<file path="src/hw/rtl/set_assoc_cache_tag_store_defines.svh">
// Assertion macros for the tag store
`ifndef SET_ASSOC_CACHE_TAG_STORE_DEFINES_SVH
`define SET_ASSOC_CACHE_TAG_STORE_DEFINES_SVH
// Implication checked every cycle outside reset
`define SACTS_ASSERT_IMP(label, ante, cons, msg) \
  label: assert property (@(posedge clk) disable iff (rst) (ante) |-> (cons)) else $error(msg);
// Next-cycle implication checked outside reset
`define SACTS_ASSERT_NEXT(label, ante, cons, msg) \
  label: assert property (@(posedge clk) disable iff (rst) (ante) |=> (cons)) else $error(msg);
`endif

</file>
<file path="src/hw/rtl/sacts_pkg.sv">
// ----------------------------------------------------------------------------
// sacts_pkg
// Shared constants and types of the cache tag store.
// ----------------------------------------------------------------------------
package sacts_pkg;
  localparam int MaxSetBits = 8;
  localparam int MaxWayBits = 3;
  localparam int TagWidth   = 48;
  localparam int NumWays    = 1 << MaxWayBits;
  localparam int NumSets    = 1 << MaxSetBits;
  localparam int NumLines   = NumSets * NumWays;

  typedef logic [MaxWayBits-1:0] way_t;
  typedef logic [MaxSetBits-1:0] set_t;
  typedef logic [TagWidth-1:0]   tag_t;

  // action codes
  localparam logic [1:0] ActLookup   = 2'd0;
  localparam logic [1:0] ActInstall  = 2'd1;
  localparam logic [1:0] ActPrefetch = 2'd2;

  // register indexes
  localparam logic [2:0] RegReplaceLfu = 3'd0;
  localparam logic [2:0] RegWbAlloc    = 3'd1;
  localparam logic [2:0] RegPrefLip    = 3'd2;
  localparam logic [2:0] RegDisabled   = 3'd3;
  localparam logic [2:0] RegOffset     = 3'd4;
  localparam logic [2:0] RegIndex      = 3'd5;
  localparam logic [2:0] RegWay        = 3'd6;

  // one way's state as stored in memory
  typedef struct packed {
    logic        valid;
    logic        dirty;
    logic        mru;
    tag_t        tag;
    logic [63:0] stamp;
    logic [31:0] cnt;
  } line_t;

  // victim choice handed from selector to top level
  typedef struct packed {
    way_t        way;
    logic        low_ok;
    logic [63:0] low_stamp;
  } victim_t;
endpackage

</file>
<file path="src/hw/rtl/sacts_victim.sv">
// ----------------------------------------------------------------------------
// sacts_victim
// Picks the way to replace in one set: empty way first, else LRU or LFU.
// ----------------------------------------------------------------------------
module sacts_victim import sacts_pkg::*; (
  input  line_t           lines [NumWays],
  input  logic [NumWays-1:0] way_en,
  input  logic            lfu,
  output victim_t         pick
);
  // scan ways in order, mirroring the priority rules of the policy
  always_comb begin
    logic        empty;
    logic        have;
    logic        better;
    way_t        vic;
    logic [63:0] lo_stamp;
    logic [31:0] lo_cnt;
    empty = 1'b0;
    have = 1'b0;
    vic = '0;
    lo_stamp = '0;
    lo_cnt = '0;
    for (int w = 0; w < NumWays; w++) begin
      better = 1'b0;
      if (way_en[w]) begin
        if (!lines[w].valid) begin
          vic = way_t'(w);
          empty = 1'b1;
        end else begin
          if (lfu) begin
            if (!lines[w].mru) begin
              if (!have || lines[w].cnt < lo_cnt) begin
                have = 1'b1;
                lo_cnt = lines[w].cnt;
                better = 1'b1;
              end else if (lines[w].cnt == lo_cnt && !empty &&
                           lines[w].tag < lines[vic].tag) begin
                better = 1'b1;
              end
            end
          end else if (!have || lines[w].stamp < lo_stamp) begin
            have = 1'b1;
            lo_stamp = lines[w].stamp;
            better = 1'b1;
          end
          if (!empty && better) vic = way_t'(w);
        end
      end
    end
    pick.way = vic;
    pick.low_ok = have;
    pick.low_stamp = lo_stamp;
  end
endmodule

</file>
<file path="config.mk">
export PLATFORM = sky130hd
export DESIGN_NAME = sacts_victim
export DESIGN_NICKNAME = d
export VERILOG_FILES = /design/src/hw/rtl/set_assoc_cache_tag_store_defines.svh /design/src/hw/rtl/sacts_pkg.sv /design/src/hw/rtl/sacts_victim.sv
export SDC_FILE = /design/constraint.sdc
export NUM_CORES = 2
export LEC_CHECK = 0
export BUFFER_PORTS_ARGS = -buffer_cell sky130_fd_sc_hd__buf_2
export CORE_AREA = 4 4 484 486
export DETAILED_ROUTE_END_ITERATION = 6
export DIE_AREA = 0 0 488 490
export GPL_TIMING_DRIVEN = 0
export MAX_ROUTING_LAYER = met4
export PLACE_DENSITY_LB_ADDON = 0.25
export SYNTH_ARGS = -nofsm -noshare
export SYNTH_HDL_FRONTEND = slang
export SYNTH_SLANG_ARGS = --single-unit
</file>
<file path="constraint.sdc">
create_clock -name vclk -period 41
set_clock_uncertainty 0.05 [all_clocks]
set_input_delay 8.2 -clock vclk [all_inputs]
set_output_delay 8.2 -clock vclk [all_outputs]
set_load 0.01 [all_outputs]
</file>
==> metrics.csv <==
stage,metric,value,unit
logic_synthesis,ys_seq_area_share,0,%
sta,finalMaxSlewViolations,0,
layout,finalNetCount,9202,
global_route,gr-total-overflow,0,
layout,fillers,26225,
clocking,cts_hold_buf,0,
layout,syn_to_final_growth,43.5,%
layout,seq_area,0,um2
sta,maxSlewHeadroom,7.79,%
critical_path,cp_slowest_cell,nor4_4,
floorplan,fp.dieW,488,um
route,drt_drc_violations_left,0,
sta,max_freq,0.0243,GHz
logic_synthesis,synth_most_common_cell,ha_1,
power_and_ir_drop,leakage,25.0,nW
power_and_ir_drop,power_density,19.9,nW/um2
floorplan,dieArea,239000,um2
floorplan,fp.coreArea,230000,um2
critical_path,required,32750,ps
global_route,grtUsageMet1,35.6,%
logic_synthesis,synth_nets,7769,
logic_synthesis,synth_area_leader_cell,ha_1,
sta,setup_violations,3,
floorplan,io_pins,1253,
route,wl_per_cell,35.1,um
logic_synthesis,synth_warnings,0,
floorplan,rows,176,
place,gp_congestion,1.04,
sta,worst_slew_pin_slew,1380,ps
floorplan,die_h,490,um
sta,tns,-388,ps
floorplan,initial_utilization,16.5,%
sta,timing.final.crit_share,100,%
logic_synthesis,yosys-top-cells-count,"ha_1 (994), nand2_1 (663), a21oi_1 (633), o21ai_0 (568), nor2_1 (432)",
global_route,grt_max_degree,11,
logic_synthesis,synth_top_cells_by_area,"ha_1 (33%), a21oi_1 (8.4%), o21ai_0 (7.5%), nand2_1 (6.6%), mux2_2 (4.6%)",
logic_synthesis,synth_area_per_cell,6.77,um2
logic_synthesis,synth_top_area_share,32.9,%
layout,nClkBuffers,0,
critical_path,critPathMaxFanout,11,
global_route,grt_util_all_layers,29.3,%
power_and_ir_drop,vdd_drop_max,0.00000924,V
critical_path,slowest_delay,490,ps
critical_path,crit_type,input pin to output pin,
place,dp_cells,9868,
outcome,status,finished with violations,
power_and_ir_drop,power,0.00108,W
route,wirelength,362,mm
outcome,violations,setup timing,
place,hpwlAfterDp,325,mm
global_route,grt_pass1_vias,52086,
global_route,antenna_found_initial,356,
critical_path,cp-end-kind,output pin,
critical_path,crit_arrival,32890,ps
global_route,grt_util_met2,43.9,%
layout,final_cells,10300,
layout,seq_cells,0,
worst_hold_path,hold_class,input pin to output pin,
sta,fin_crit,41140,ps
route,drtPass1Iterations,5,
worst_hold_path,min_from,lines[72],
critical_path,cp-start-kind,input pin,
place,port_buffers,1244,
layout,utilization,23.6,%
critical_path,critPathLaunch,lfu,
logic_synthesis,post_synth_instance_area,37800,um2
global_route,globalRoute.busiestLayer,met2,
global_route,grt_pass1_wl,468,mm
sta,hold_viol_final,0,
route,viasPerCell,5.20,
global_route,grtUsageMet3,8.42,%
run,drv_cap,0,
layout,drive_gt1_share,31.8,%
sta,rsz0062_at_grt,true,
sta,timing.final.ws_setup,-139,ps
route,ant_nets,0,
logic_synthesis,ys_types,94,
route,drtIter0Drc,4784,
route,vias,53554,
logic_synthesis,synthCells,5590,
-- logic make-up (layout without fill, tap and decap cells) --
logic type               after synthesis  after routing  synth area share (%)
other                                  0            253                     0
buffers and inverters                613           2044                  6.15
adder cells (fa/ha/maj)              994            994                  32.9
AND/OR/NAND/NOR                     1780           1780                  22.0
multiplexers                         280            280                  7.97
AO/OA/AOI/OAI                       1923           1923                  31.0
-- cell usage in the layout (no fill, tap or decap), drive strengths merged, types with 95 or more instances in the layout --
master	instances
a21o	180
ha	994
nor2	435
nand3	95
a21oi	634
nand2	663
mux2i	122
nand4	200
clkbuf	170
diode	253
o21ai	574
inv	354
mux2	157
buf	1514
-- routing by layer --
layer / vias to the layer above / routed length (um)
met2: 2754 / 154000
met4: 0 / 22300
li1: 24137 / -
met3: 678 / 34800
met5: - / 0
met1: 25985 / 150000
-- repair_timing --
action,in CTS,in global routing
resized for setup,918,263
buffers inserted,116,64
gates cloned,0,5
pin swaps,127,105
endpoints found under the setup margin,67,67
-- metrics by stage --
| stage | area [um2] | hold slack (ps) | setup slack, ps |
|---|---|---|---|
| after global placement | 47800 | 16670 | -23410 |
| after detailed placement | 48000 | 16670 | -19250 |
| after global routing | 54200 | 16700 | -809 |
| after CTS | 52200 | 16670 | 1.90 |
| final | 54300 | 16680 | -139 |
| after floorplan | 37800 | 16480 | 2500 |
-- final cells by class --
cell class                      instances  area (um2)  area share, %
Tap cell                             3026        3790           6.97
Antenna cell                          253         633           1.17
Buffer                                251        2480           4.57
Inverter                              356        1340           2.48
Timing Repair Buffer                 1437        7890           14.5
Multi-Input combinational cell       4977       38200           70.3
-- report_power, final --
group | internal (W) | total [W] | leakage (nW) | switching (W)
clock | 0.000000000702 | 0.000000000703 | 0.00160 | 0
sequential | 0 | 0 | 0 | 0
combinational | 0.000401 | 0.00108 | 25.0 | 0.000679
-- final timing paths --
check | endpoint | slack, ps | depth (start not counted)
setup / recovery | pick[65] | -140 | 125
hold / removal | pick[40] | 16680 | 4
-- critical path: cells and delay by family --
family	cells	cell delay [ps]
AOI/OAI and AO/OA	53	10650
adders and majority gates	7	2030
buffers and inverters	32	5850
and+or+nand+nor	33	5950
Power figures use the tool's default switching activity.
